<file path="src/scfpb_pkg.sv">
// Shared types and constants for the command FIS and PRD table builder.
package scfpb_pkg;

  localparam logic [7:0] FIS_TYPE_H2D    = 8'h27;
  localparam logic [7:0] OPC_IDENTIFY    = 8'hEC;
  localparam int         FIS_DWORDS      = 5;
  localparam int         CHUNK_BYTES     = 4096;
  localparam int         MAX_PRD_DEFAULT = 8;
  localparam int         QUEUE_DEPTH     = 2;

  localparam int IN_DATA_W  = 144;
  localparam int OUT_DATA_W = 120;

  typedef enum logic {
    REC_FIS = 1'b0,
    REC_PRD = 1'b1
  } rec_kind_e;

  // Classified command: the first four FIS dwords (the fifth is always zero),
  // the buffer base, the size of the final PRD chunk minus one, and the
  // write flag.
  typedef struct packed {
    logic [3:0][31:0] fis;
    logic [63:0]      base;
    logic [11:0]      tail_bcm1;
    logic             wr;
  } cmd_t;

  typedef struct packed {
    rec_kind_e   kind;
    logic [2:0]  index;
    logic [31:0] fis_dword;
    logic [63:0] addr;
    logic [11:0] bcm1;
    logic [3:0]  total;
    logic        wr;
    logic        last;
  } rec_t;

endpackage

</file>
<file path="src/scfpb_front.sv">
// Front end: builds the FIS dwords and the PRD count of one command.
module scfpb_front #(
  parameter int MaxPrd = scfpb_pkg::MAX_PRD_DEFAULT,
  parameter int NprdW  = $clog2(MaxPrd + 1)
) (
  input  logic [7:0]        ata_opcode_i,
  input  logic [47:0]       start_lba_i,
  input  logic [15:0]       sectors_i,
  input  logic [63:0]       buffer_address_i,
  input  logic              write_req_i,
  input  logic              lba48_i,
  output scfpb_pkg::cmd_t   cmd_o,
  output logic [NprdW-1:0]  nprd_o
);
  import scfpb_pkg::*;

  logic        has_lba;
  logic [13:0] chunks;
  logic        sat;
  logic [7:0]  dev_byte;
  logic [7:0]  cnt_hi;

  always_comb begin
    has_lba  = (ata_opcode_i != OPC_IDENTIFY);
    // Eight sectors fill one 4 KiB chunk.
    chunks   = {1'b0, sectors_i[15:3]} + 14'(|sectors_i[2:0]);
    sat      = (chunks > 14'(MaxPrd));
    nprd_o   = sat ? NprdW'(MaxPrd) : NprdW'(chunks);
    dev_byte = lba48_i ? 8'h00 : {4'h0, start_lba_i[27:24]};
    cnt_hi   = lba48_i ? sectors_i[15:8] : 8'h00;

    cmd_o.fis[0] = {8'h00, ata_opcode_i, 1'b0, write_req_i, 6'b0, FIS_TYPE_H2D};
    cmd_o.fis[1] = has_lba ? {dev_byte, start_lba_i[23:0]} : 32'h0;
    cmd_o.fis[2] = (has_lba && lba48_i) ? {8'h00, start_lba_i[47:24]} : 32'h0;
    cmd_o.fis[3] = has_lba ? {16'h0, cnt_hi, sectors_i[7:0]} : 32'h0;
    cmd_o.base   = buffer_address_i;
    cmd_o.wr     = write_req_i;
    // A partial final chunk only exists when the run is not cut short.
    if ((sectors_i[2:0] != 3'd0) && !sat) begin
      cmd_o.tail_bcm1 = {sectors_i[2:0] - 3'd1, 9'h1FF};
    end else begin
      cmd_o.tail_bcm1 = 12'(CHUNK_BYTES - 1);
    end
  end

endmodule

</file>
<file path="src/scfpb_queue.sv">
// Small first-in first-out queue between the front and back ends.
module scfpb_queue #(
  parameter int DataW = 8,
  parameter int Depth = scfpb_pkg::QUEUE_DEPTH
) (
  input  logic             clk_i,
  input  logic             rst_ni,
  input  logic             push_i,
  input  logic [DataW-1:0] push_data_i,
  output logic             full_o,
  input  logic             pop_i,
  output logic             head_valid_o,
  output logic [DataW-1:0] head_data_o
);
  import scfpb_pkg::*;

  localparam int PtrW = (Depth > 1) ? $clog2(Depth) : 1;
  localparam int CntW = $clog2(Depth + 1);

  logic [DataW-1:0] mem_q [Depth];
  logic [PtrW-1:0]  wr_ptr_q, wr_ptr_d, rd_ptr_q, rd_ptr_d;
  logic [CntW-1:0]  count_q, count_d;

  assign full_o       = (count_q == CntW'(Depth));
  assign head_valid_o = (count_q != '0);
  assign head_data_o  = mem_q[rd_ptr_q];

  always_comb begin
    wr_ptr_d = wr_ptr_q;
    rd_ptr_d = rd_ptr_q;
    if (push_i) begin
      wr_ptr_d = (wr_ptr_q == PtrW'(Depth - 1)) ? '0 : wr_ptr_q + PtrW'(1);
    end
    if (pop_i) begin
      rd_ptr_d = (rd_ptr_q == PtrW'(Depth - 1)) ? '0 : rd_ptr_q + PtrW'(1);
    end
    count_d = count_q + CntW'(push_i) - CntW'(pop_i);
  end

  always_ff @(posedge clk_i or negedge rst_ni) begin
    if (!rst_ni) begin
      wr_ptr_q <= '0;
      rd_ptr_q <= '0;
      count_q  <= '0;
    end else begin
      wr_ptr_q <= wr_ptr_d;
      rd_ptr_q <= rd_ptr_d;
      count_q  <= count_d;
    end
  end

  always_ff @(posedge clk_i) begin
    if (push_i) begin
      mem_q[wr_ptr_q] <= push_data_i;
    end
  end

  a_no_overflow: assert property (@(posedge clk_i) disable iff (!rst_ni)
    full_o |-> !push_i || pop_i) else $error("push into a full queue");
  a_no_underflow: assert property (@(posedge clk_i) disable iff (!rst_ni)
    pop_i |-> head_valid_o) else $error("pop from an empty queue");
  a_count_bound: assert property (@(posedge clk_i) disable iff (!rst_ni)
    count_q <= CntW'(Depth)) else $error("queue count out of range");

endmodule

</file>
<file path="src/scfpb_back.sv">
// Back end: steps through the FIS dwords and PRD entries of the head command.
module scfpb_back #(
  parameter int MaxPrd = scfpb_pkg::MAX_PRD_DEFAULT,
  parameter int NprdW  = $clog2(MaxPrd + 1)
) (
  input  logic              clk_i,
  input  logic              rst_ni,
  input  logic              head_valid_i,
  input  scfpb_pkg::cmd_t   head_cmd_i,
  input  logic [NprdW-1:0]  head_nprd_i,
  output logic              pop_o,
  output logic              out_valid_o,
  input  logic              out_ready_i,
  output scfpb_pkg::rec_t   out_rec_o
);
  import scfpb_pkg::*;

  localparam int StepW = $clog2(MaxPrd + FIS_DWORDS);

  logic [StepW-1:0] step_q, step_d;
  logic [StepW-1:0] prd_idx;
  logic [63:0]      addr_q, addr_d;
  logic             out_valid_q, out_valid_d;
  rec_t             rec_q, rec_d;
  logic             advance;
  logic             is_fis;
  logic             rec_last;

  always_comb begin
    advance  = head_valid_i && (!out_valid_q || out_ready_i);
    is_fis   = (step_q < StepW'(FIS_DWORDS));
    prd_idx  = step_q - StepW'(FIS_DWORDS);
    rec_last = (step_q == StepW'(head_nprd_i) + StepW'(FIS_DWORDS - 1));

    rec_d       = rec_q;
    step_d      = step_q;
    addr_d      = addr_q;
    out_valid_d = out_valid_q && !out_ready_i;
    pop_o       = 1'b0;

    if (advance) begin
      out_valid_d    = 1'b1;
      rec_d.total    = 4'(head_nprd_i);
      rec_d.wr       = head_cmd_i.wr;
      rec_d.last     = rec_last;
      if (is_fis) begin
        rec_d.kind      = REC_FIS;
        rec_d.index     = 3'(step_q);
        rec_d.fis_dword = (step_q < StepW'(FIS_DWORDS - 1)) ?
                          head_cmd_i.fis[step_q[1:0]] : 32'h0;
        rec_d.addr      = 64'h0;
        rec_d.bcm1      = 12'h0;
        addr_d          = head_cmd_i.base;
      end else begin
        rec_d.kind      = REC_PRD;
        rec_d.index     = 3'(prd_idx);
        rec_d.fis_dword = 32'h0;
        rec_d.addr      = addr_q;
        rec_d.bcm1      = rec_last ? head_cmd_i.tail_bcm1 : 12'(CHUNK_BYTES - 1);
        addr_d          = addr_q + 64'(CHUNK_BYTES);
      end
      if (rec_last) begin
        step_d = '0;
        pop_o  = 1'b1;
      end else begin
        step_d = step_q + StepW'(1);
      end
    end
  end

  always_ff @(posedge clk_i or negedge rst_ni) begin
    if (!rst_ni) begin
      step_q      <= '0;
      out_valid_q <= 1'b0;
    end else begin
      step_q      <= step_d;
      out_valid_q <= out_valid_d;
    end
  end

  always_ff @(posedge clk_i) begin
    rec_q  <= rec_d;
    addr_q <= addr_d;
  end

  assign out_valid_o = out_valid_q;
  assign out_rec_o   = rec_q;

  a_pop_on_last: assert property (@(posedge clk_i) disable iff (!rst_ni)
    pop_o |=> out_valid_q && rec_q.last) else $error("command retired without last");
  a_step_bound: assert property (@(posedge clk_i) disable iff (!rst_ni)
    head_valid_i |-> step_q <= StepW'(head_nprd_i) + StepW'(FIS_DWORDS - 1))
    else $error("record step beyond command");
  a_prd_no_fis: assert property (@(posedge clk_i) disable iff (!rst_ni)
    out_valid_q && rec_q.kind == REC_PRD |-> rec_q.fis_dword == 32'h0)
    else $error("PRD record carries FIS data");

endmodule

</file>
<file path="src/sata_command_fis_prd_builder.sv">
// Top level of the host-to-device register FIS and PRD table builder.
//
// Each command transfer on the slave stream produces a run of records on the
// master stream: five FIS dwords, then one PRD entry per 4 KiB chunk of the
// sectors*512 byte buffer, up to MAX_PRD_ENTRIES entries (bytes past that are
// dropped). The run ends with tlast, and its length is five plus the PRD
// count of the command. The back end sequencer emits one record per cycle
// while tready stays high and a command is queued. The front end
// classifies a command in the cycle it is accepted and parks it in a
// two-entry queue, so new commands are taken while earlier runs are still
// going out. The output register is reloaded with the next record in the
// same cycle its current record transfers, so records flow one per cycle
// while tready stays high and the sequencer holds while tready is low. The
// lba48_mode register (one bit, reset to 0) selects the 48-bit FIS layout;
// it should be written only while no command is in flight.
module sata_command_fis_prd_builder #(
  parameter int MAX_PRD_ENTRIES = scfpb_pkg::MAX_PRD_DEFAULT
) (
  input  logic                             clk_i,
  input  logic                             rst_ni,
  // Configuration write channel: bit 0 is lba48_mode.
  input  logic                             cfg_valid_i,
  output logic                             cfg_ready_o,
  input  logic                             cfg_data_i,
  // Command stream.
  input  logic                             s_axis_tvalid,
  output logic                             s_axis_tready,
  // tdata: ata_opcode[7:0], start_lba[55:8], sectors[71:56],
  // buffer_address[135:72], write_req[136], zero padding above.
  input  logic [scfpb_pkg::IN_DATA_W-1:0]  s_axis_tdata,
  // Record stream.
  output logic                             m_axis_tvalid,
  input  logic                             m_axis_tready,
  // tdata: record_index[2:0], fis_dword[34:3], prd_address[98:35],
  // prd_byte_count_minus_one[110:99], prd_total[114:111], write_flag[115],
  // zero padding above.
  output logic [scfpb_pkg::OUT_DATA_W-1:0] m_axis_tdata,
  // tuser: record_kind (0 for a FIS dword, 1 for a PRD entry).
  output logic                             m_axis_tuser,
  output logic                             m_axis_tlast
);
  import scfpb_pkg::*;

  localparam int NprdW  = $clog2(MAX_PRD_ENTRIES + 1);
  localparam int QDataW = $bits(cmd_t) + NprdW;

  logic              lba48_q;
  cmd_t              front_cmd;
  logic [NprdW-1:0]  front_nprd;
  logic              q_full;
  logic              q_push;
  logic              q_pop;
  logic              q_valid;
  logic [QDataW-1:0] q_head;
  cmd_t              head_cmd;
  logic [NprdW-1:0]  head_nprd;
  rec_t              rec;

  // The mode register accepts a write in any cycle.
  assign cfg_ready_o = 1'b1;

  always_ff @(posedge clk_i or negedge rst_ni) begin
    if (!rst_ni) begin
      lba48_q <= 1'b0;
    end else if (cfg_valid_i) begin
      lba48_q <= cfg_data_i;
    end
  end

  // A command transfer completes whenever the queue has room.
  assign s_axis_tready = !q_full;
  assign q_push        = s_axis_tvalid && !q_full;

  scfpb_front #(
    .MaxPrd (MAX_PRD_ENTRIES),
    .NprdW  (NprdW)
  ) u_front (
    .ata_opcode_i     (s_axis_tdata[7:0]),
    .start_lba_i      (s_axis_tdata[55:8]),
    .sectors_i        (s_axis_tdata[71:56]),
    .buffer_address_i (s_axis_tdata[135:72]),
    .write_req_i      (s_axis_tdata[136]),
    .lba48_i          (lba48_q),
    .cmd_o            (front_cmd),
    .nprd_o           (front_nprd)
  );

  scfpb_queue #(
    .DataW (QDataW),
    .Depth (QUEUE_DEPTH)
  ) u_queue (
    .clk_i        (clk_i),
    .rst_ni       (rst_ni),
    .push_i       (q_push),
    .push_data_i  ({front_nprd, front_cmd}),
    .full_o       (q_full),
    .pop_i        (q_pop),
    .head_valid_o (q_valid),
    .head_data_o  (q_head)
  );

  assign head_cmd  = q_head[$bits(cmd_t)-1:0];
  assign head_nprd = q_head[QDataW-1:$bits(cmd_t)];

  scfpb_back #(
    .MaxPrd (MAX_PRD_ENTRIES),
    .NprdW  (NprdW)
  ) u_back (
    .clk_i        (clk_i),
    .rst_ni       (rst_ni),
    .head_valid_i (q_valid),
    .head_cmd_i   (head_cmd),
    .head_nprd_i  (head_nprd),
    .pop_o        (q_pop),
    .out_valid_o  (m_axis_tvalid),
    .out_ready_i  (m_axis_tready),
    .out_rec_o    (rec)
  );

  assign m_axis_tdata = {4'h0, rec.wr, rec.total, rec.bcm1, rec.addr,
                         rec.fis_dword, rec.index};
  assign m_axis_tuser = rec.kind;
  assign m_axis_tlast = rec.last;

endmodule
</file>
<file path="config.mk">
export PLATFORM = sky130hd
export DESIGN_NAME = sata_command_fis_prd_builder
export DESIGN_NICKNAME = d
export VERILOG_FILES = /design/src/scfpb_pkg.sv /design/src/scfpb_front.sv /design/src/scfpb_queue.sv /design/src/scfpb_back.sv /design/src/sata_command_fis_prd_builder.sv
export SDC_FILE = /design/constraint.sdc
export NUM_CORES = 1
export LEC_CHECK = 0
export BUFFER_PORTS_ARGS = -buffer_cell sky130_fd_sc_hd__buf_2
export CAP_MARGIN = 5
export CORE_MARGIN = 2
export CORE_UTILIZATION = 52
export DETAILED_ROUTE_END_ITERATION = 8
export PLACE_DENSITY = 0.72
export SLEW_MARGIN = 20
export SYNTH_ARGS = -nofsm -noshare
export SYNTH_HDL_FRONTEND = slang
export SYNTH_HIERARCHICAL = 1
export SYNTH_SLANG_ARGS = --single-unit
</file>
<file path="constraint.sdc">
create_clock -name clk_i -period 10.23 [get_ports clk_i]
set_input_delay 0 -clock clk_i [delete_from_list [all_inputs] [get_ports clk_i]]
set_output_delay 0 -clock clk_i [all_outputs]
set_load 0.05 [all_outputs]
</file>
==> key figures, run 1 <==
Finish
  – Multi-input logic area: a little under 0.007 mm^2
  – FILL cells: 3716
  – Fraction of layout cells with a size suffix above 1: 30.5%
  – Most frequent cells in the layout: edfxtp_1, buf_2, mux2_2
  – Most common cell after layout, fill and taps aside: edfxtp_1
  – Synthesis-to-layout area growth: 16.6%
  – Net count, final: 2162
  – Reg area: 0.0183 mm^2

Global routing
  – Grt ovf: 0
  – Tot GR Track Use: between 20% and 30%
  – Largest net degree at the start of global routing: ~150
  – First-pass GRT wire length: 82700 um
  – Vias in the first global route: 15023
  – Initial antenna violation count: 6

Synthesis
  – Number of synthesized flops with an enable pin: 600
  – Post-synth top flop: edfxtp_1
  – Cell count after synthesis: 1675
  – Ys async rst share: 1.64%
  – #FFs+latches synth: 610
  – Seq/Total Area, Yosys: 68.9%
  – Number of synthesis warnings: 6
  – Synth Cell Area: 0.0265 mm^2
  – Mapped Avg Cell Area: 15.8 um^2
  – Synth unique cells: 53

Clocking
  – Clock Latency Late Sink: 0.63 ns
  – CTS Sinks: 610
  – Postcts setup bufs: 0
  – Worst-path clk slew: 0.06 ns
  – Cts hold-fix bufs: 143
  – Num CTS Buffers: 60
  – Clock Path Buffers: 3
  – Root Driver: clkbuf_16
  – H-tree levels: 2
  – # resized after CTS: 0
  – CTS tree: done

Detailed routing
  – Detailed router's first-iteration violation count: 1059
  – Vias/cell: 5.29
  – # DRC: 0
  – 1st-pass router iterations: 5
  – DR WL/cell: 19.6 um
  – WL final: about 54000 um
  – Post-route ant nets: 0
  – Via count: 14459

Critical path
  – WP buf/inv: 2
  – Critical Path Sink Type: flop
  – CP Launch Type: flop
  – Crit path cell chain: buf_4 -> mux2_2 -> xor2_1 -> nor2_1 -> nand2_1 -> nor2_1 -> ha_1 -> inv_1 -> ha_1 -> xor3_1
  – Critical path class: reg -> reg
  – Worst path max stage delay: 0.97 ns
  – Required time of the critical path: 10.71 ns
  – Critical Path AT: 5.17 ns
  – Critical path's top delay family: simple AND/OR/NAND/NOR gates
  – Slowest CP cell: dfrtp_4
  – Crit path max fanout: 76

Timing
  – Final Hold Viols: 0
  – Setup WS post-layout: 5.54 ns
  – FMAX: 213 MHz
  – Slew margin rel.: 28.8%
  – Worst-Margin Slew: around 1.1 ns
  – Pins Over Slew Limit: 0
  – Fin Setup TNS: 0 ns
  – RSZ-0062 raised after global routing: false
  – Post-route minimum period: 4.69 ns
  – Period utilization: 45.8%
  – Final setup vio count: 0
  – Clock Skews: 0.0196 ns

Die
  – Die Y: 230 um
  – Die Width: around 230 um
  – Initial Utilization: 52.7%
  – Die area: between 0.05 and 0.06 mm^2
  – IO Pins: 275
  – Core ar.: 0.0503 mm^2
  – Placement row count: 82

Pwr
  – Leak: 11.2 nW
  – VDD IR-drop max: around 0.24 mV
  – Pwr dens: ~320 mW/mm^2
  – Total chip power: 9.74 mW

Placement
  – RD Place Congestion: 0.829
  – Place WS: 5.51 ns
  – Detailed Place HPWL: between 30000 and 40000 um
  – I/O Buffers: 262

Min path
  – Hold WC Path Type: in -> reg

Flow run
  – Max cap viols: 0

Run status
  – Status: finished, final reports clean
per-layer routing:
metal	vias up	GRT usage, %	part of all wire [%]
met3	99	3.55	5.5
met1	7185	25.0	40
met2	414	35.9	51
met4	0	7.34	2.9
met5	-	0	0
li1	6761	-	-
registers in the layout (all words and copies together), names as in the netlist:
signal / count
u_queue/mem_q: 418
u_back/step_q: 4
u_queue/rd_ptr_q: 1
lba48_q: 1
u_back/out_rec_o: 118
u_back/out_valid_o: 1
u_queue/wr_ptr_q: 1
u_queue/count_q: 2
u_back/addr_q: 64
synthesized netlist by cell type, drive strengths merged (5+ instances only):
library cell / n / area share [%]
edfxtp: 600 / 68
mux2: 212 / 9.0
buf: 173 / 5.1
and2: 110 / 2.6
nand2: 77 / 1.1
nor2: 60 / 0.86
and3: 48 / 1.1
nor2b: 41 / 0.97
o21ai: 41 / 0.77
clkbuf: 40 / 0.57
mux4: 32 / 2.7
nand4: 24 / 0.59
nand3: 22 / 0.45
xnor2: 21 / 0.69
xor2: 19 / 0.63
inv: 18 / 0.25
nor3: 17 / 0.32
or4: 13 / 0.38
mux2i: 11 / 0.42
a31oi: 10 / 0.24
dfrtp: 10 / 0.94
and4: 9 / 0.30
ha: 9 / 0.42
nor4: 9 / 0.24
o31ai: 8 / 0.23
or3: 8 / 0.21
a21oi: 6 / 0.11
nand2b: 5 / 0.12
cell families (layout without fill, tap and decap cells):
family          count (synthesis)  after routing  share of synthesized area, %
flops                         610            610                          68.9
simple gates                  449            449                          9.44
compound gates                 76             76                          1.70
fa+ha+maj                       9              9                         0.425
mux                           255            255                          12.2
xor+xnor                       41             41                          1.41
other cells                     4             71                        0.0566
buf+inv                       231            548                          5.89
path summary, 6_finish.rpt:
kind	startpoint	to	slack, ns	cells past startpoint
hold / removal	s_axis_tdata[0]	u_queue/mem_q[1][93]	0.11	2
setup / recovery	u_queue/rd_ptr_q	u_queue/count_q[1]	5.54	10
min in group asynchronous	rst_ni	u_back/step_q[2]	0.43	3
hold reg to reg	u_back/addr_q[1]	u_back/out_rec_o[19]	0.51	1
setup reg to reg	u_queue/rd_ptr_q	u_queue/count_q[1]	5.54	10
max in group asynchronous	rst_ni	u_queue/rd_ptr_q	9.38	3
worst register-to-register path, stage by stage (launching register included):
cell and delay, ns:
dfrtp_4 0.97, buf_4 1.00, mux2_2 0.51, xor2_1 0.14, nor2_1 0.27, nand2_1 0.48
nor2_1 0.47, ha_1 0.30, inv_1 0.06, ha_1 0.14, xor3_1 0.22
metrics by stage:
step	instance area (um^2)	utilization, %	std cells	hold WS [ns]
final	30900	61.5	2731	0.113
after detailed placement	27500	54.8	2470	-0.104
after CTS	30900	61.4	2725	0.0552
after global placement	27500	54.8	2470	-0.110
after floorplan	26700	-	1736	-0.296
after global routing	30900	61.5	2731	0.0944
power by group:
| group | switching [mW] | internal [mW] |
|---|---|---|
| registers | 0.379 | 3.85 |
| logic | 2.23 | 1.15 |
| clock network | 0.919 | 1.22 |
| total | 3.53 | 6.21 |
final cells by class:
class	count	share of cell area [%]
diodes	6	0.0486
clock buffers	76	5.26
clock inverters	36	0.923
inverters	18	0.243
multi-input cells	895	22.4
flip-flops and latches	610	59.1
well taps	672	2.72
repair buffers	418	9.23
(Power assumes the default switching activity.)
==> run 2, diff against run 1 <==
--- a/config.mk
+++ b/config.mk
@@ -5,12 +5,13 @@
 export SDC_FILE = /design/constraint.sdc
 export NUM_CORES = 1
 export LEC_CHECK = 0
+export ABC_AREA = 1
 export BUFFER_PORTS_ARGS = -buffer_cell sky130_fd_sc_hd__buf_2
 export CAP_MARGIN = 5
 export CORE_MARGIN = 2
 export CORE_UTILIZATION = 52
 export DETAILED_ROUTE_END_ITERATION = 8
-export PLACE_DENSITY = 0.72
+export PLACE_DENSITY = 0.71
 export SLEW_MARGIN = 20
 export SYNTH_ARGS = -nofsm -noshare
 export SYNTH_HDL_FRONTEND = slang
==> constraint.sdc (replaced) <==
create_clock -name clk_i -period 4.2 [get_ports clk_i]
set_input_delay 0 -clock clk_i [delete_from_list [all_inputs] [get_ports clk_i]]
set_output_delay 0 -clock clk_i [all_outputs]
set_load 0.05 [all_outputs]
==> run 2 against run 1 <==
Total power grew to 2.5 times the previous value. Sequential cell count unchanged. Via count increased by 29%. Global-route usage grew 2.7 points. Register-to-register slack got worse by 4.3 ns. Utilization fell by 0.14 points. First-iteration DRC count increased by 49%. Critical path depth is 2 higher. Die area rose by 5.0%. Critical path type unchanged. Clock skew is 0.0047 ns lower.
==> key figures, run 2 <==
Detailed routing
  – WL final: 64300 um (+20%)
  – Post-route ant nets: 0 (unchanged)
  – Detailed router's first-iteration violation count: 1578 (+49%)
  – # DRC: 0 (unchanged)
  – DR WL/cell: 17.3 um (-12%)
  – Via count: 18712 (+29%)
  – 1st-pass router iterations: 5 (unchanged)
  – Vias/cell: 5.03 (-4.9%)

Run status
  – Status: finished, final reports clean

Global routing
  – Initial antenna violation count: 1 (-5)
  – Largest net degree at the start of global routing: 210 (+38%)
  – Met1 usage: 29.1% (+4.1 points)
  – GR Layer Usage met2: 40.6% (+4.6 points)
  – GRT Max-Usage Layer: met2
  – M3 GR Usage: 3.40% (-0.15 points)
  – Vias in the first global route: 18485 (+23%)
  – Tot GR Track Use: 22.9% (+2.7 points)
  – Grt ovf: 0 (unchanged)
  – First-pass GRT wire length: 99100 um (+20%)

Die
  – Initial Utilization: 52.8% (+0.085 points)
  – Placement row count: 84 (+2.4%)
  – Die area: 0.0555 mm^2 (+5.0%)
  – Die Y: 235 um (+2.5%)
  – IO Pins: 275 (unchanged)
  – Core ar.: 0.0528 mm^2 (+4.9%)
  – Die Width: 235 um (+2.5%)

Finish
  – Reg area: 0.0183 mm^2 (unchanged)
  – Multi-input logic area: 0.00662 mm^2 (-4.5%)
  – Fraction of layout cells with a size suffix above 1: 14.4% (-16 points)
  – Most frequent cells in the layout: edfxtp_1, nand2_1, inv_1
  – Synthesis-to-layout area growth: 16.1%
  – Largest Register: u_queue/mem_q
  – Net count, final: 3140 (+45%)
  – Fin cells: 3718 (+36%)
  – Most common cell after layout, fill and taps aside: edfxtp_1
  – Max reg flops: 418 (unchanged)
  – FILL cells: 4210 (+13%)

Clocking
  – Worst-path clk slew: 0.06 ns (about the same)
  – Root Driver: clkbuf_16
  – CTS tree: done
  – CTS Sinks: 610 (unchanged)
  – # resized after CTS: 0 (unchanged)
  – Clock Latency Late Sink: 0.62 ns (about the same)
  – H-tree levels: 2 (unchanged)
  – Num CTS Buffers: 61 (+1.7%)
  – Postcts setup bufs: 0 (unchanged)
  – Clock Path Buffers: 3 (unchanged)

Synthesis
  – Synth top area share: 64.7% (-3.3 points)
  – Post-synthesis mux area share: 0% (-12 points)
  – Synth Area in XOR/XNOR: 0.377% (-1.0 points)
  – Area contributors post-synth: edfxtp_1, nand2_1, inv_1, nor2_1, buf_4
  – Synth top cells by count: edfxtp_1, nand2_1, inv_1, nor2_1, o21ai_0
  – Mapped Avg Cell Area: 10.4 um^2 (-34%)
  – Count leader, synth: edfxtp_1
  – Cell count after synthesis: 2667 (+59%)
  – Adder-cell share of the synthesized area: 0.404% (-0.021 points)
  – Number of synthesis warnings: 6 (unchanged)
  – #FFs+latches synth: 610 (unchanged)
  – Seq/Total Area, Yosys: 65.6% (-3.4 points)
  – Synth Area in Compound Gates: 6.03% (+4.3 points)
  – Ys async rst share: 1.64% (unchanged)
  – Cell taking the most area after synthesis: edfxtp_1
  – Post-Synth Simple-Gate Area: 15.9% (+6.4 points)
  – Number of synthesized flops with an enable pin: 600 (unchanged)
  – Synth unique cells: 39 (-26%)
  – Largest family of logic cells by synthesized area: simple AND/OR/NAND/NOR gates
  – Synth Cell Area: 0.0279 mm^2 (+5.1%)
  – Post-synth top flop: edfxtp_1

Timing
  – Final Hold Viols: 0 (unchanged)
  – RSZ-0062 raised after global routing: false
  – Clock Skews: 0.0149 ns (-0.00467 ns)
  – Final setup vio count: 0 (unchanged)
  – Period utilization: 70.8% (+25 points)
  – Post-route minimum period: 2.97 ns (-1.71 ns)
  – Pins Over Slew Limit: 0 (unchanged)
  – Worst-Margin Slew: 0.887 ns (-0.181 ns)
  – Slew margin rel.: 40.9% (+12 points)
  – Setup WS post-layout: 1.23 ns (-4.32 ns)
  – FMAX: 336 MHz (+58%)
  – Hold WS: 0.108 ns (-0.00501 ns)

Placement
  – Dpl cells: 3460 (+40%)
  – Detailed Place HPWL: 40200 um (+29%)
  – I/O Buffers: 262 (unchanged)
  – Place WS: 1.27 ns (-4.24 ns)
  – RD Place Congestion: 0.901 (+8.7%)

Pwr
  – Pwr dens: 764 mW/mm^2 (+140%)
  – Total chip power: 24.7 mW (+150%)
  – VDD IR-drop max: 0.566 mV (+140%)
  – Leak: 13.6 nW (+22%)

Critical path
  – Crit path max fanout: 65 (-14%)
  – Worst reg2reg startpoint: u_queue/rd_ptr_q
  – CP Launch Type: flop
  – Critical path class: reg -> reg
  – Worst Setup SP: u_queue/rd_ptr_q
  – Critical Path AT: 3.47 ns (-1.70 ns)
  – Critical Path Sink Type: flop
  – Required time of the critical path: 4.70 ns (-6.01 ns)

Flow run
  – Max cap viols: 0 (unchanged)

Min path
  – Hold Crit Start: s_axis_tdata[126]
  – Hold WC Path Type: in -> reg
run 2: metal layers:
metal  vias up  wire length [um]
met4         0              1760
met2       602             32500
met5         -                 0
met1      8862             26200
met3       106              3800
li1       9142                 -
run 2: area by class of cell:
| class | instances | area share (%) |
|---|---|---|
| flip-flops and latches | 610 | 56.5 |
| multi-input cells | 1460 | 20.4 |
| clock inverters | 40 | 1.33 |
| repair buffers | 429 | 9.33 |
| inverters | 419 | 4.90 |
| diodes | 1 | 0.00774 |
| well taps | 688 | 2.66 |
| clock buffers | 71 | 4.83 |
run 2: what timing repair did:
action | in CTS | in global routing
hold buffers | 146 | 0
endpoints found under the setup margin | 0 | 0
hold endpoints to repair | 317 | 0
run 2: power breakdown:
group          leakage, nW  internal (mW)  switching, mW
Sequential            5.82           9.36          0.880
Clock                0.972           3.20           2.25
Combinational         6.83           2.16           6.88
run 2: cells by family (layout without fill, tap and decap cells):
logic type / Yosys count / after routing
adders and majority gates: 9 / 9
DFF: 610 / 610
AOI/OAI and AO/OA: 332 / 332
and+or+nand+nor: 1042 / 1042
buffers and inverters: 658 / 959
xor gates and xnor gates: 12 / 12
other: 4 / 66
run 2: metrics by stage:
stage	util [%]	setup TNS, ns	cell area (um^2)
after global placement	54.8	0	28900
final	61.3	0	32400
after global routing	61.3	0	32400
after floorplan	-	-13.81	28100
after detailed placement	54.8	0	28900
after CTS	61.3	0	32300
run 2: critical path, stage by stage, from the launching register on:
cell     delay (ns)
dfrtp_4        0.84
o21ai_0        0.31
nand2_1        0.13
nand2_1        0.09
nor3_4         0.51
nand3_1        0.22
inv_1          0.15
ha_1           0.26
inv_2          0.07
ha_4           0.12
inv_1          0.05
nand2_1        0.05
nand2_1        0.05
run 2: final timing paths:
check | depth (start not counted) | slack (ns) | endpoint
max in group asynchronous | 3 | 3.36 | u_queue/rd_ptr_q
hold / removal | 2 | 0.11 | u_queue/mem_q[0][67]
min in group asynchronous | 3 | 0.45 | u_back/step_q[1]
setup / recovery | 12 | 1.23 | u_queue/count_q[1]
setup reg to reg | 12 | 1.23 | u_queue/count_q[1]
hold reg to reg | 1 | 0.54 | u_queue/wr_ptr_q
